## src/sv/mtf_pkg.sv

```systemverilog
`default_nettype none

package mtf_pkg;

  localparam int unsigned CAP   = 10;
  localparam int unsigned IDX_W = 4;
  localparam int unsigned CNT_W = 4;
  localparam int unsigned KEY_W = 32;

  localparam logic [CNT_W-1:0] CapCnt = CNT_W'(CAP);

  typedef enum logic [1:0] {
    OP_ADD    = 2'd0,
    OP_SWITCH = 2'd1,
    OP_LOAD   = 2'd2,
    OP_READ   = 2'd3
  } op_e;

  typedef enum logic [1:0] {
    ST_OK    = 2'd0,
    ST_FAIL  = 2'd1,
    ST_RANGE = 2'd2
  } status_e;

  // controller to datapath
  typedef struct packed {
    logic load;
    logic scan;
    logic apply;
  } cmd_t;

  // datapath to controller
  typedef struct packed {
    logic at_end;
    logic match;
    logic is_read;
  } stat_t;

endpackage

`default_nettype wire

```

## src/sv/mtf_ctrl.sv

```systemverilog
`default_nettype none

module mtf_ctrl (
  input  wire logic          clk_i,
  input  wire logic          rst_ni,
  input  wire logic          start_i,
  input  wire mtf_pkg::stat_t stat_i,
  output mtf_pkg::cmd_t      cmd_o,
  output logic               busy_o,
  output logic               valid_o
);

  typedef enum logic [3:0] {
    S_IDLE  = 4'b0001,
    S_SCAN  = 4'b0010,
    S_APPLY = 4'b0100,
    S_RESP  = 4'b1000
  } state_e;

  state_e state_q, state_d;

  always_comb begin
    state_d     = state_q;
    cmd_o.load  = 1'b0;
    cmd_o.scan  = 1'b0;
    cmd_o.apply = 1'b0;
    unique case (state_q)
      S_IDLE: begin
        if (start_i) begin
          cmd_o.load = 1'b1;
          state_d    = S_SCAN;
        end
      end
      S_SCAN: begin
        cmd_o.scan = 1'b1;
        if (stat_i.is_read || stat_i.at_end || stat_i.match) begin
          state_d = S_APPLY;
        end
      end
      S_APPLY: begin
        cmd_o.apply = 1'b1;
        state_d     = S_RESP;
      end
      S_RESP: begin
        state_d = S_IDLE;
      end
      default: begin
        state_d = S_IDLE;
      end
    endcase
  end

  always_ff @(posedge clk_i or negedge rst_ni) begin
    if (!rst_ni) begin
      state_q <= S_IDLE;
    end else begin
      state_q <= state_d;
    end
  end

  assign busy_o  = (state_q != S_IDLE);
  assign valid_o = (state_q == S_RESP);

endmodule

`default_nettype wire

```

## src/sv/mtf_datapath.sv

```systemverilog
`default_nettype none

module mtf_datapath (
  input  wire logic                          clk_i,
  input  wire logic                          rst_ni,
  input  wire mtf_pkg::cmd_t                 cmd_i,
  output mtf_pkg::stat_t                     stat_o,
  input  wire logic [1:0]                    opcode_i,
  input  wire logic [mtf_pkg::KEY_W-1:0]     name_key_i,
  input  wire logic [mtf_pkg::KEY_W-1:0]     path_key_i,
  input  wire logic signed [mtf_pkg::KEY_W-1:0] model_version_i,
  input  wire logic                          load_ok_i,
  input  wire logic [mtf_pkg::IDX_W-1:0]     slot_index_i,
  output logic [1:0]                         status_o,
  output logic [mtf_pkg::IDX_W-1:0]          slot_o,
  output logic                               start_load_o,
  output logic                               evicted_o,
  output logic [mtf_pkg::KEY_W-1:0]          entry_name_o,
  output logic [mtf_pkg::KEY_W-1:0]          entry_path_o,
  output logic signed [mtf_pkg::KEY_W-1:0]   entry_version_o,
  output logic                               entry_loaded_o,
  output logic                               entry_active_o,
  output logic [mtf_pkg::CNT_W-1:0]          fill_o
);

  // entry storage, position 0 is most recent
  logic [mtf_pkg::KEY_W-1:0] names_q    [mtf_pkg::CAP];
  logic [mtf_pkg::KEY_W-1:0] paths_q    [mtf_pkg::CAP];
  logic [mtf_pkg::KEY_W-1:0] versions_q [mtf_pkg::CAP];
  logic [mtf_pkg::CAP-1:0]   loaded_q;
  logic [mtf_pkg::CAP-1:0]   active_q;
  logic [mtf_pkg::CNT_W-1:0] count_q;

  // latched command
  mtf_pkg::op_e              op_q;
  logic [mtf_pkg::KEY_W-1:0] nkey_q, pkey_q, ver_q;
  logic                      ok_q;
  logic [mtf_pkg::IDX_W-1:0] idx_q;
  logic                      hit_q;

  // registered result beat
  logic [1:0]                status_q;
  logic [mtf_pkg::IDX_W-1:0] slot_q;
  logic                      start_load_q, evicted_q;
  logic [mtf_pkg::KEY_W-1:0] ename_q, epath_q, ever_q;
  logic                      eloaded_q, eactive_q;
  logic [mtf_pkg::CNT_W-1:0] fill_q;

  logic                      idx_ok;
  logic [mtf_pkg::KEY_W-1:0] rd_name, rd_path, rd_ver;
  logic                      rd_loaded, rd_active;
  logic                      at_end, match, full;
  logic                      add_new, sw_ok;
  logic [mtf_pkg::IDX_W-1:0] shift_top;
  logic [mtf_pkg::KEY_W-1:0] head_name, head_path, head_ver;
  logic                      head_loaded, head_active;
  logic [mtf_pkg::CNT_W-1:0] count_after;

  // single variable read port at the scan / read position
  assign idx_ok    = (idx_q < mtf_pkg::IDX_W'(mtf_pkg::CAP));
  assign rd_name   = idx_ok ? names_q[idx_q]    : '0;
  assign rd_path   = idx_ok ? paths_q[idx_q]    : '0;
  assign rd_ver    = idx_ok ? versions_q[idx_q] : '0;
  assign rd_loaded = idx_ok ? loaded_q[idx_q]   : 1'b0;
  assign rd_active = idx_ok ? active_q[idx_q]   : 1'b0;

  assign at_end = (idx_q == count_q);
  assign full   = (count_q == mtf_pkg::CapCnt);

  always_comb begin
    unique case (op_q)
      mtf_pkg::OP_ADD:    match = (rd_name == nkey_q) || (rd_path == pkey_q);
      mtf_pkg::OP_SWITCH: match = (rd_name == nkey_q);
      mtf_pkg::OP_LOAD:   match = !rd_loaded;
      mtf_pkg::OP_READ:   match = 1'b0;
      default:            match = 1'b0;
    endcase
  end

  assign stat_o.at_end  = at_end;
  assign stat_o.match   = match;
  assign stat_o.is_read = (op_q == mtf_pkg::OP_READ);

  assign add_new   = !hit_q;
  assign sw_ok     = hit_q && (rd_loaded || ok_q);
  assign shift_top = hit_q ? idx_q : (full ? mtf_pkg::IDX_W'(mtf_pkg::CAP - 1) : count_q);

  assign head_name   = hit_q ? rd_name   : nkey_q;
  assign head_path   = hit_q ? rd_path   : pkey_q;
  assign head_ver    = hit_q ? rd_ver    : ver_q;
  assign head_loaded = hit_q ? rd_loaded : 1'b0;
  assign head_active = hit_q ? rd_active : 1'b0;

  assign count_after = (op_q == mtf_pkg::OP_ADD && add_new) ?
                       (full ? mtf_pkg::CapCnt : mtf_pkg::CNT_W'(count_q + 1'b1)) : count_q;

  // command capture and scan pointer
  always_ff @(posedge clk_i) begin
    if (cmd_i.load) begin
      op_q   <= mtf_pkg::op_e'(opcode_i);
      nkey_q <= name_key_i;
      pkey_q <= path_key_i;
      ver_q  <= model_version_i;
      ok_q   <= load_ok_i;
      idx_q  <= (mtf_pkg::op_e'(opcode_i) == mtf_pkg::OP_READ) ? slot_index_i : '0;
    end else if (cmd_i.scan) begin
      hit_q <= match && !at_end;
      if (!match && !at_end && op_q != mtf_pkg::OP_READ) begin
        idx_q <= mtf_pkg::IDX_W'(idx_q + 1'b1);
      end
    end
  end

  // key and version words, shifted toward the back on add
  always_ff @(posedge clk_i) begin
    if (cmd_i.apply && op_q == mtf_pkg::OP_ADD) begin
      for (int k = 1; k < mtf_pkg::CAP; k++) begin
        if (mtf_pkg::IDX_W'(k) <= shift_top) begin
          names_q[k]    <= names_q[k-1];
          paths_q[k]    <= paths_q[k-1];
          versions_q[k] <= versions_q[k-1];
        end
      end
      names_q[0]    <= head_name;
      paths_q[0]    <= head_path;
      versions_q[0] <= head_ver;
    end
  end

  // flags and fill count
  always_ff @(posedge clk_i or negedge rst_ni) begin
    if (!rst_ni) begin
      loaded_q <= '0;
      active_q <= '0;
      count_q  <= '0;
    end else if (cmd_i.apply) begin
      count_q <= count_after;
      case (op_q)
        mtf_pkg::OP_ADD: begin
          for (int k = 1; k < mtf_pkg::CAP; k++) begin
            if (mtf_pkg::IDX_W'(k) <= shift_top) begin
              loaded_q[k] <= loaded_q[k-1];
              active_q[k] <= active_q[k-1];
            end
          end
          loaded_q[0] <= head_loaded;
          active_q[0] <= head_active;
        end
        mtf_pkg::OP_SWITCH: begin
          if (sw_ok) begin
            loaded_q[idx_q] <= 1'b1;
            for (int k = 0; k < mtf_pkg::CAP; k++) begin
              active_q[k] <= (mtf_pkg::IDX_W'(k) == idx_q);
            end
          end
        end
        mtf_pkg::OP_LOAD: begin
          if (hit_q) begin
            loaded_q[idx_q] <= 1'b1;
          end
        end
        default: begin
        end
      endcase
    end
  end

  // result beat
  always_ff @(posedge clk_i) begin
    if (cmd_i.apply) begin
      status_q     <= mtf_pkg::ST_OK;
      slot_q       <= '0;
      start_load_q <= 1'b0;
      evicted_q    <= 1'b0;
      ename_q      <= '0;
      epath_q      <= '0;
      ever_q       <= '0;
      eloaded_q    <= 1'b0;
      eactive_q    <= 1'b0;
      fill_q       <= count_after;
      case (op_q)
        mtf_pkg::OP_ADD: begin
          if (hit_q) begin
            slot_q <= idx_q;
          end else begin
            start_load_q <= 1'b1;
            evicted_q    <= full;
          end
        end
        mtf_pkg::OP_SWITCH: begin
          if (!hit_q) begin
            status_q <= mtf_pkg::ST_FAIL;
          end else begin
            slot_q <= idx_q;
            if (!sw_ok) begin
              status_q <= mtf_pkg::ST_FAIL;
            end
          end
        end
        mtf_pkg::OP_LOAD: begin
          if (hit_q) begin
            slot_q <= idx_q;
          end else begin
            status_q <= mtf_pkg::ST_FAIL;
          end
        end
        default: begin
          slot_q <= idx_q;
          if (idx_q >= count_q) begin
            status_q <= mtf_pkg::ST_RANGE;
          end else begin
            ename_q   <= rd_name;
            epath_q   <= rd_path;
            ever_q    <= rd_ver;
            eloaded_q <= rd_loaded;
            eactive_q <= rd_active;
          end
        end
      endcase
    end
  end

  assign status_o        = status_q;
  assign slot_o          = slot_q;
  assign start_load_o    = start_load_q;
  assign evicted_o       = evicted_q;
  assign entry_name_o    = ename_q;
  assign entry_path_o    = epath_q;
  assign entry_version_o = ever_q;
  assign entry_loaded_o  = eloaded_q;
  assign entry_active_o  = eactive_q;
  assign fill_o          = fill_q;

endmodule

`default_nettype wire

```

## src/sv/move_to_front_recent_list_top.sv

```systemverilog
`default_nettype none

// move-to-front recently-used list of up to ten entries, position 0 most recent.
// a command beat is taken when start_i is high and busy_o is low; its single
// result beat shows on the result ports for exactly one cycle with valid_o high,
// and the receiver cannot stall it, so it must take every beat as it comes.
// add, switch and load-done walk the list one entry per cycle through a single
// compare unit until a hit or the end of the filled part, passing up to ten
// entries when nothing matches in a full list; read goes straight to its slot
// without a walk. busy_o stays high until the result beat has been shown, so
// no new command is taken before then. entries not yet written are never read
// out.

module move_to_front_recent_list_top (
  input  wire logic                             clk_i,
  input  wire logic                             rst_ni,
  input  wire logic                             start_i,
  output logic                                  busy_o,
  input  wire logic [1:0]                       opcode_i,
  input  wire logic [mtf_pkg::KEY_W-1:0]        name_key_i,
  input  wire logic [mtf_pkg::KEY_W-1:0]        path_key_i,
  input  wire logic signed [mtf_pkg::KEY_W-1:0] model_version_i,
  input  wire logic                             load_ok_i,
  input  wire logic [mtf_pkg::IDX_W-1:0]        slot_index_i,
  output logic                                  valid_o,
  output logic [1:0]                            status_o,
  output logic [mtf_pkg::IDX_W-1:0]             slot_o,
  output logic                                  start_load_o,
  output logic                                  evicted_o,
  output logic [mtf_pkg::KEY_W-1:0]             entry_name_o,
  output logic [mtf_pkg::KEY_W-1:0]             entry_path_o,
  output logic signed [mtf_pkg::KEY_W-1:0]      entry_version_o,
  output logic                                  entry_loaded_o,
  output logic                                  entry_active_o,
  output logic [mtf_pkg::CNT_W-1:0]             fill_o
);

  // command and status between sequencer and entry datapath
  mtf_pkg::cmd_t  cmd;
  mtf_pkg::stat_t stat;

  // sequencer: idle, scan, apply, result beat
  mtf_ctrl u_ctrl (
    .clk_i   (clk_i),
    .rst_ni  (rst_ni),
    .start_i (start_i),
    .stat_i  (stat),
    .cmd_o   (cmd),
    .busy_o  (busy_o),
    .valid_o (valid_o)
  );

  // entry registers, compare unit, shift network and result registers
  mtf_datapath u_datapath (
    .clk_i           (clk_i),
    .rst_ni          (rst_ni),
    .cmd_i           (cmd),
    .stat_o          (stat),
    .opcode_i        (opcode_i),
    .name_key_i      (name_key_i),
    .path_key_i      (path_key_i),
    .model_version_i (model_version_i),
    .load_ok_i       (load_ok_i),
    .slot_index_i    (slot_index_i),
    .status_o        (status_o),
    .slot_o          (slot_o),
    .start_load_o    (start_load_o),
    .evicted_o       (evicted_o),
    .entry_name_o    (entry_name_o),
    .entry_path_o    (entry_path_o),
    .entry_version_o (entry_version_o),
    .entry_loaded_o  (entry_loaded_o),
    .entry_active_o  (entry_active_o),
    .fill_o          (fill_o)
  );

`ifndef ASSERT_OFF
  // a result beat only appears while the command is still owned
  a_valid_busy: assert property (@(posedge clk_i) disable iff (!rst_ni)
    valid_o |-> busy_o)
    else $error("result beat without busy");

  // an accepted command holds off the next one
  a_accept_busy: assert property (@(posedge clk_i) disable iff (!rst_ni)
    (start_i && !busy_o) |=> busy_o)
    else $error("busy not raised after accept");

  // fill never exceeds capacity
  a_fill_cap: assert property (@(posedge clk_i) disable iff (!rst_ni)
    valid_o |-> (fill_o <= mtf_pkg::CapCnt))
    else $error("fill above capacity");

  // a fresh insert always lands at the front and succeeds
  a_insert_front: assert property (@(posedge clk_i) disable iff (!rst_ni)
    (valid_o && start_load_o) |-> (slot_o == '0 && status_o == mtf_pkg::ST_OK))
    else $error("insert not at front");
`endif

endmodule

`default_nettype wire

```

## config.mk

```make
export PLATFORM = sky130hd
export DESIGN_NAME = move_to_front_recent_list_top
export DESIGN_NICKNAME = d
export VERILOG_FILES = /design/src/sv/mtf_pkg.sv /design/src/sv/mtf_ctrl.sv /design/src/sv/mtf_datapath.sv /design/src/sv/move_to_front_recent_list_top.sv
export SDC_FILE = /design/constraint.sdc
export NUM_CORES = 1
export LEC_CHECK = 0
export BUFFER_PORTS_ARGS = -buffer_cell sky130_fd_sc_hd__clkbuf_2
export CAP_MARGIN = 20
export CORE_ASPECT_RATIO = 0.6
export CORE_UTILIZATION = 60
export CTS_CLUSTER_DIAMETER = 50
export DETAILED_ROUTE_END_ITERATION = 16
export HOLD_SLACK_MARGIN = 0.03
export PLACE_DENSITY_LB_ADDON = 0.25
export SYNTH_ARGS = -nofsm -noshare
export SYNTH_HDL_FRONTEND = slang
export SYNTH_SLANG_ARGS = --single-unit
```

## constraint.sdc

```tcl
create_clock -name clk_i -period 25.3 [get_ports clk_i]
set_clock_uncertainty 0.2 [all_clocks]
set_input_delay 0 -clock clk_i [delete_from_list [all_inputs] [get_ports clk_i]]
set_output_delay 0 -clock clk_i [all_outputs]
set_load 0.01 [all_outputs]
```

==> results.md, run 1 <==
- Outcome: complete, no violations
- H-tree levels: 3
- Crit. End Element: flip-flop
- Drt first pass iters: 8
- Buf/Inv on CP: 2
- Worst rel slew slack: 0.2513
- Number of max-cap violations: 0
- CTS max path bufs: 3
- Initial Util: 0.6061
- Register area share after synthesis: 0.7306
- Total grt overflow: 0
- DRT iter0 DRCs: roughly 4200
- Gpl congestion: roughly 0.97
- Hold WC Path Type: in -> reg
- Slew Viols, Final: 0
- Fin cells: between 4000 and 5000
- Most common cell in the netlist: edfxtp_1
- CTS Buf Count: approximately 110
- Std cell rows: slightly above 80
- WL/cell: around 30 um
- Slowest-stage cell, CP: dfxtp_4
- First-pass GRT wire length: 197200 um
- Final ANT Viol Nets: 0
- Placed Cells: ~4000
- Synth area leader: edfxtp_1
- Clock slew at reported path FFs: 0.06 ns
- Multi-input logic area: 12240 um^2
- Wirelength, routed: approximately 140000 um
- Leak: 19.92 nW
- Vias per cell: roughly 6.7
- FF+latch area: about 36000 um^2
- Predominant post-synthesis flop cell: edfxtp_1
- Layout area overhead: 15.64%
- DRC viols: 0
- Critical path class: reg -> reg
- Yosys top cell area share: 0.7148
- I/O pin count: between 200 and 250
- Reg2Reg Depth: 12
- CTS tree: done
- Synth area leaders: edfxtp_1 (71%), mux4_2 (6.8%), mux2i_1 (5.6%), mux2_2 (1.5%), dfrtp_1 (1.4%)
- CTS Sinks: approximately 1200
- Critical path's top delay family: buffers and inverters
- Post-synth EDFFs: 1174
- Power consumption: between 0.005 and 0.006 W
- R2r setup slk: 18.57 ns
- Buffers added on ports: ~220
- Yosys reg bits: roughly 1200
- PwrDens: approximately 100 nW/um^2
- Worst-Margin Slew: about 1.1 ns
- Filler cells: ~5200
- Largest net degree at the start of global routing: between 100 and 150
- Startpoint class of the critical path: flip-flop
- Worst path depth: 12
- Setup violators final: 0
- Share of cells above drive strength 1: 0.1966
- Fin Setup TNS: 0 ns
- Placed Area: between 50000 and 60000 um^2
- DR vias: about 30000
- Die width: ~370 um
- Post-synth ARST share: 0.02322
- Critical Path AT: a little over 7 ns
- Clock Latency Late Sink: 0.71 ns
- Core Area: ~81000 um^2
- Period utilization: 0.2658
- Fin util: 0.7008
- Synth Cell Area: roughly 49000 um^2
- WP data required: between 20 and 30 ns
- Crit path largest cell delay: approximately 0.96 ns
- Final nets: between 3000 and 4000
- Vias in the first global route: 29330
- Root Driver: clkbuf_16
- Syn avg cell area: approximately 17 um^2
- Post-synth cell types: 72
- Hold Violations, Final: 0
- CP max FO: 63
- Initial antenna violation count: 2
- Area of the die: 83390 um^2
- RSZ-0062 raised after global routing: no
- GRT Total Usage: 0.3274
- Fmax: ~150 MHz
- Commonest cells in the netlist: edfxtp_1 (1174), mux2i_1 (277), mux4_2 (150), nor2_1 (149), nand2_1 (138)
- Syn Nets: between 3000 and 4000
- Syn Inst Count: slightly below 3000
- Final min period: 6.726 ns
- Yosys warning count: 0
- Die Y: 224.1 um
- Most common cell on crit path: buf_4
- Detailed Place HPWL: ~80000 um
- IR drop worst, VDD: 0.08613 mV
- CP cell instances: buf_4, buf_4, mux4_2, mux2i_1, o22ai_1, a211o_1, nor4_1, a31oi_1, or3_1, a21oi_2, o21ai_2, mux2_4
- Post-route cell area: 57040 um^2
cell usage in the layout (no fill, tap or decap), types with 24 or more instances in the layout:
| cell | Yosys | routed |
|---|---|---|
| a21oi_1 | 92 | 91 |
| mux2_2 | 65 | 65 |
| inv_1 | 115 | 111 |
| dfrtp_1 | 27 | 27 |
| nor3_1 | 25 | 24 |
| a31oi_1 | 38 | 38 |
| nand3_1 | 50 | 50 |
| o22ai_1 | 32 | 32 |
| o21ai_0 | 86 | 86 |
| nand2_1 | 138 | 137 |
| clkbuf_2 | 0 | 217 |
| edfxtp_1 | 1174 | 1174 |
| mux2i_1 | 277 | 277 |
| dlygate4sd3_1 | 0 | 205 |
| clkbuf_16 | 0 | 108 |
| buf_4 | 14 | 42 |
| nor2_1 | 149 | 144 |
| a22oi_1 | 38 | 38 |
| clkbuf_1 | 83 | 26 |
| o211ai_1 | 39 | 39 |
| mux4_2 | 150 | 150 |
logic make-up after synthesis:
| logic type | Yosys count | share of synthesized area |
|---|---|---|
| adders and majority gates | 14 | 0.003552 |
| buffers and inverters | 263 | 0.02344 |
| muxes | 498 | 0.1418 |
| AOI/OAI and AO/OA | 415 | 0.05421 |
| xor gates and xnor gates | 6 | 0.001065 |
| and+or+nand+nor | 479 | 0.04528 |
| DFF | 1206 | 0.7306 |
sequential cells by signal, indices dropped and copies added, names as in the netlist, 2 cells and up, named ones only:
name	cells
u_datapath.count_q	4
u_datapath.idx_q	4
u_datapath.status_o	2
u_datapath.entry_path_o	32
u_datapath.ver_q	32
u_datapath.entry_version_o	32
u_datapath.loaded_q	10
u_datapath.pkey_q	32
u_datapath.versions_q	320
u_datapath.paths_q	320
u_datapath.fill_o	4
u_datapath.entry_name_o	32
u_datapath.slot_o	4
u_datapath.op_q	2
u_datapath.nkey_q	32
u_datapath.active_q	10
u_datapath.names_q	320
u_ctrl.state_q	4
worst min path at each step:
stage	startpoint	end	slack [ns]	depth (start not counted)
after global routing	slot_index_i[2]	u_datapath.idx_q[2]	0.20	4
after floorplan	rst_ni	u_ctrl.state_q[1]	-0.50	0
after CTS	slot_index_i[2]	u_datapath.idx_q[2]	0.16	4
final	slot_index_i[2]	u_datapath.idx_q[2]	0.20	4
after global placement	rst_ni	u_datapath.count_q[0]	-0.08	1
after detailed placement	rst_ni	u_datapath.count_q[1]	-0.09	1
through the flow:
| step | hold slack [ns] | setup slack [ns] |
|---|---|---|
| CTS | 0.1557 | 18.82 |
| global route | 0.1990 | 18.42 |
| detailed placement | -0.08528 | 18.85 |
| global placement | -0.08476 | 19.05 |
| floorplan | -0.4956 | 11.86 |
| finish | 0.2039 | 18.57 |
power breakdown:
part	internal [W]	switching [W]	total, W	leakage [nW]
Combinational	0.000717	0.00115	0.00187	7.24
Sequential	0.00230	0.000168	0.00247	11.0
Clock	0.000890	0.000727	0.00162	1.65
Total	0.00391	0.00205	0.00595	19.9
worst reg2reg max path, cell delays in order, from the launching register on:
cell and delay, ns:
dfxtp_4 0.96, buf_4 0.94, buf_4 0.93, mux4_2 0.46
mux2i_1 0.30, o22ai_1 0.16, a211o_1 0.32, nor4_1 0.70
a31oi_1 0.21, or3_1 0.51, a21oi_2 0.33, o21ai_2 0.24
mux2_4 0.36
metal layers:
metal,wire [um],vias to the layer above,track usage,share of wire
met2,59060,2040,0.4580,0.44
met4,3524,2,0.09572,0.026
met1,55580,15280,0.5011,0.41
li1,-,12300,-,-
met3,17200,244,0.09611,0.13
met5,13,-,0,0.000096
timing repair:
item / 4_1_cts / 5_1_grt
gates resized for setup: 0 / 0
setup buffers: 0 / 0
endpoints found under the hold margin: 140 / 0
hold buffers: 206 / 0
layout make-up:
cell class,instances,area share
Sequential cell,1206,0.6321
Tap cell,1079,0.02367
Clock inverter,54,0.01000
Antenna cell,1,0.00004387
Timing Repair Buffer,471,0.06252
Inverter,115,0.007744
Multi-Input combinational cell,1412,0.2146
Clock buffer,135,0.04934
Power figures use the tool's default switching activity.
==> run 2, diff against run 1 <==
Settings changed: CORE_UTILIZATION 60 to 55.
Clock period 25.3 ns to 5.5 ns, I/O delays scaled along.
==> results.md, run 2 (synthesis results as in run 1) <==
- Number of max-cap violations: 0 (unchanged)
- I/O pin count: 218 (unchanged)
- Total grt overflow: 0 (unchanged)
- Period utilization: 0.9005 (was 0.2658)
- DRC viols: 0 (unchanged)
- Final ANT Viol Nets: 0 (unchanged)
- Fin Setup TNS: 0 ns (unchanged)
- CTS Sinks: 1206 (unchanged)
- Vias per cell: 6.524 (was 6.677)
- Startpoint class of the critical path: flip-flop (unchanged)
- CP cell instances: buf_4, mux4_2, mux2i_1, nor3_1, or4_1, nor4_1, nand4_1, or3_1, a21oi_2, o21ai_2, mux2_4 (was buf_4, buf_4, mux4_2, mux2i_1, o22ai_1, a211o_1, nor4_1, a31oi_1, or3_1, a21oi_2, o21ai_2, mux2_4)
- Initial Util: 0.5593 (was 0.6061)
- CTS Buf Count: 109 (was 105)
- Most frequent cells in the layout: edfxtp_1 (1174), mux2i_1 (277), clkbuf_2 (217) (unchanged)
- Share of cells above drive strength 1: 0.2074 (was 0.1966)
- H-tree levels: 3 (unchanged)
- WL/cell: 29.91 um (was 30.26 um)
- Antenna diode count: 0 (was 1)
- Crit. End Element: flip-flop (unchanged)
- Crit path largest cell delay: 0.71 ns (was 0.96 ns)
- Slew Viols, Final: 0 (unchanged)
- First-pass GRT wire length: 200700 um (was 197200 um)
- Initial antenna violation count: 5 (was 2)
- Hold Violations, Final: 0 (unchanged)
- Std cell rows: 84 (was 81)
- Switching Share: 0.3449 (was 0.3442)
- Hold WC Path Type: in -> reg (unchanged)
- Worst rel slew slack: 0.2186 (was 0.2513)
- Core Area: 88180 um^2 (was 81380 um^2)
- Clock power frac: 0.272 (was 0.271)
- Leak: 20.22 nW (was 19.92 nW)
- Setup violators final: 0 (unchanged)
- Biggest regs: u_datapath.names_q x320, u_datapath.paths_q x320, u_datapath.versions_q x320 (unchanged)
- Buffers added on ports: 217 (unchanged)
- Drt first pass iters: 7 (was 8)
- RSZ-0062 raised after global routing: no (unchanged)
- Combinational power share: 0.322 (was 0.314)
- IR drop worst, VDD: 0.3824 mV (was 0.08613 mV)
- Setup ws final: 0.5472 ns (was 18.57 ns)
- CP max FO: 28 (was 63)
- DRT iter0 DRCs: 4283 (was 4158)
- PwrDens: 478.0 nW/um^2 (was 104.4 nW/um^2)
- Gpl congestion: 1.005 (was 0.9697)
- Die width: 388.6 um (was 372.1 um)
- CTS resizes: 0 (unchanged)
- Layout area overhead: 17.14% (was 15.64%)
- Critical path class: reg -> reg (unchanged)
- Fmax: 201.9 MHz (was 148.7 MHz)
- Dpl ws: 0.6605 ns (was 18.85 ns)
- Switch Pwr: 0.009524 W (was 0.002050 W)
- CTS max path bufs: 3 (unchanged)
- Register share of total power: 0.406 (was 0.414)
- Area of the die: 90920 um^2 (was 83390 um^2)
- Cts hold-fix bufs: 206 (unchanged)
- Wirelength, routed: 137700 um (was 135400 um)
- Final nets: 3476 (was 3431)
- Internal power: 0.01809 W (was 0.003905 W)
- Die Y: 234.0 um (was 224.1 um)
- GRT Total Usage: 0.3038 (was 0.3274)
- Clock slew at reported path FFs: 0.06 ns (about the same)
- Root Driver: clkbuf_16 (unchanged)
- Slowest-stage cell, CP: dfxtp_4 (unchanged)
- Final hold slack: 0.1311 ns (was 0.2039 ns)
- Largest net degree at the start of global routing: 117 (was 122)
- Final min period: 4.953 ns (was 6.726 ns)
- Outcome: complete, no violations (unchanged)
- CTS tree: done (unchanged)
- Post CTS Setup Buffer Count: 0 (unchanged)
- Detailed Place HPWL: 84840 um (was 80940 um)
- Worst-Margin Slew: 1.160 ns (was 1.123 ns)
- Clock Latency Late Sink: 0.72 ns (was 0.71 ns)
- Critical Path AT: 5.34 ns (was 7.12 ns)
- WP data required: 5.89 ns (was 25.69 ns)
- DR vias: 30030 (was 29860)
- Most common cell after layout, fill and taps aside: edfxtp_1 (unchanged)
- Vias in the first global route: 29450 (was 29330)
[run 2: cell count changes in the layout (fill, tap and decap cells not counted), moves of 4 or more]
cell	previous run	this run
buf_12	5	27
buf_4	42	63
clkinv_1	13	18
inv_6	2	7
clkbuf_1	26	22
clkinvlp_4	4	8
[run 2: power groups by stage]
stage                     Sequential [W]  Clock (W)  Combinational [W]
after floorplan                   0.0109          0            0.00604
after global placement            0.0114          0            0.00844
after detailed placement          0.0114          0            0.00853
after CTS                         0.0112    0.00760            0.00871
after global routing              0.0112    0.00794            0.00935
final                             0.0112    0.00752            0.00889
[run 2: worst paths after layout]
check                           slack, ns                         to  depth (start not counted)                      start
worst max-delay path                 0.55                  flip-flop                         11                  flip-flop
worst min-delay path                 0.13        u_datapath.idx_q[2]                          4            slot_index_i[2]
worst max register to register       0.55                  flip-flop                         11                  flip-flop
worst min register to register       0.23  u_datapath.names_q[6][21]                          0  u_datapath.names_q[5][21]
max in group asynchronous            4.68     u_datapath.loaded_q[8]                          4                     rst_ni
min in group asynchronous            0.22          u_ctrl.state_q[0]                          3                     rst_ni
[run 2: layout make-up]
type	instances	area [um^2]
flip-flops and latches	1206	36050
fillers	5934	30400
clock inverters	63	573.1
inverters	115	441.7
repair buffers	512	4151
well taps	1161	1453
clock buffers	134	2863
multi-input cells	1412	12240
[run 2: per-stage QoR]
| step | std cells | instance area, um^2 | power, W | util |
|---|---|---|---|---|
| after global placement | 4199 | 52260 | 0.01980 | 0.5927 |
| final | 4603 | 57780 | 0.02762 | 0.6552 |
| after global routing | 4603 | 57780 | 0.02851 | 0.6552 |
| after detailed placement | 4200 | 52270 | 0.01990 | 0.5928 |
| after CTS | 4603 | 57780 | 0.02749 | 0.6552 |
| after floorplan | 2881 | 49420 | 0.01697 | - |
[run 2: worst max-delay path: cells and delay by family, from the launching register on]
family | cells | cell delay [ns]
flops | 1 | 0.71
buf+inv | 1 | 0.39
mux | 3 | 1.26
compound gates | 2 | 0.51
simple gates | 5 | 1.71
[run 2: per-layer routing]
metal | GRT usage | part of all wire
met1 | 0.4525 | 0.41
met2 | 0.4452 | 0.45
met3 | 0.08361 | 0.12
met4 | 0.07930 | 0.024
met5 | 0 | 0.00018
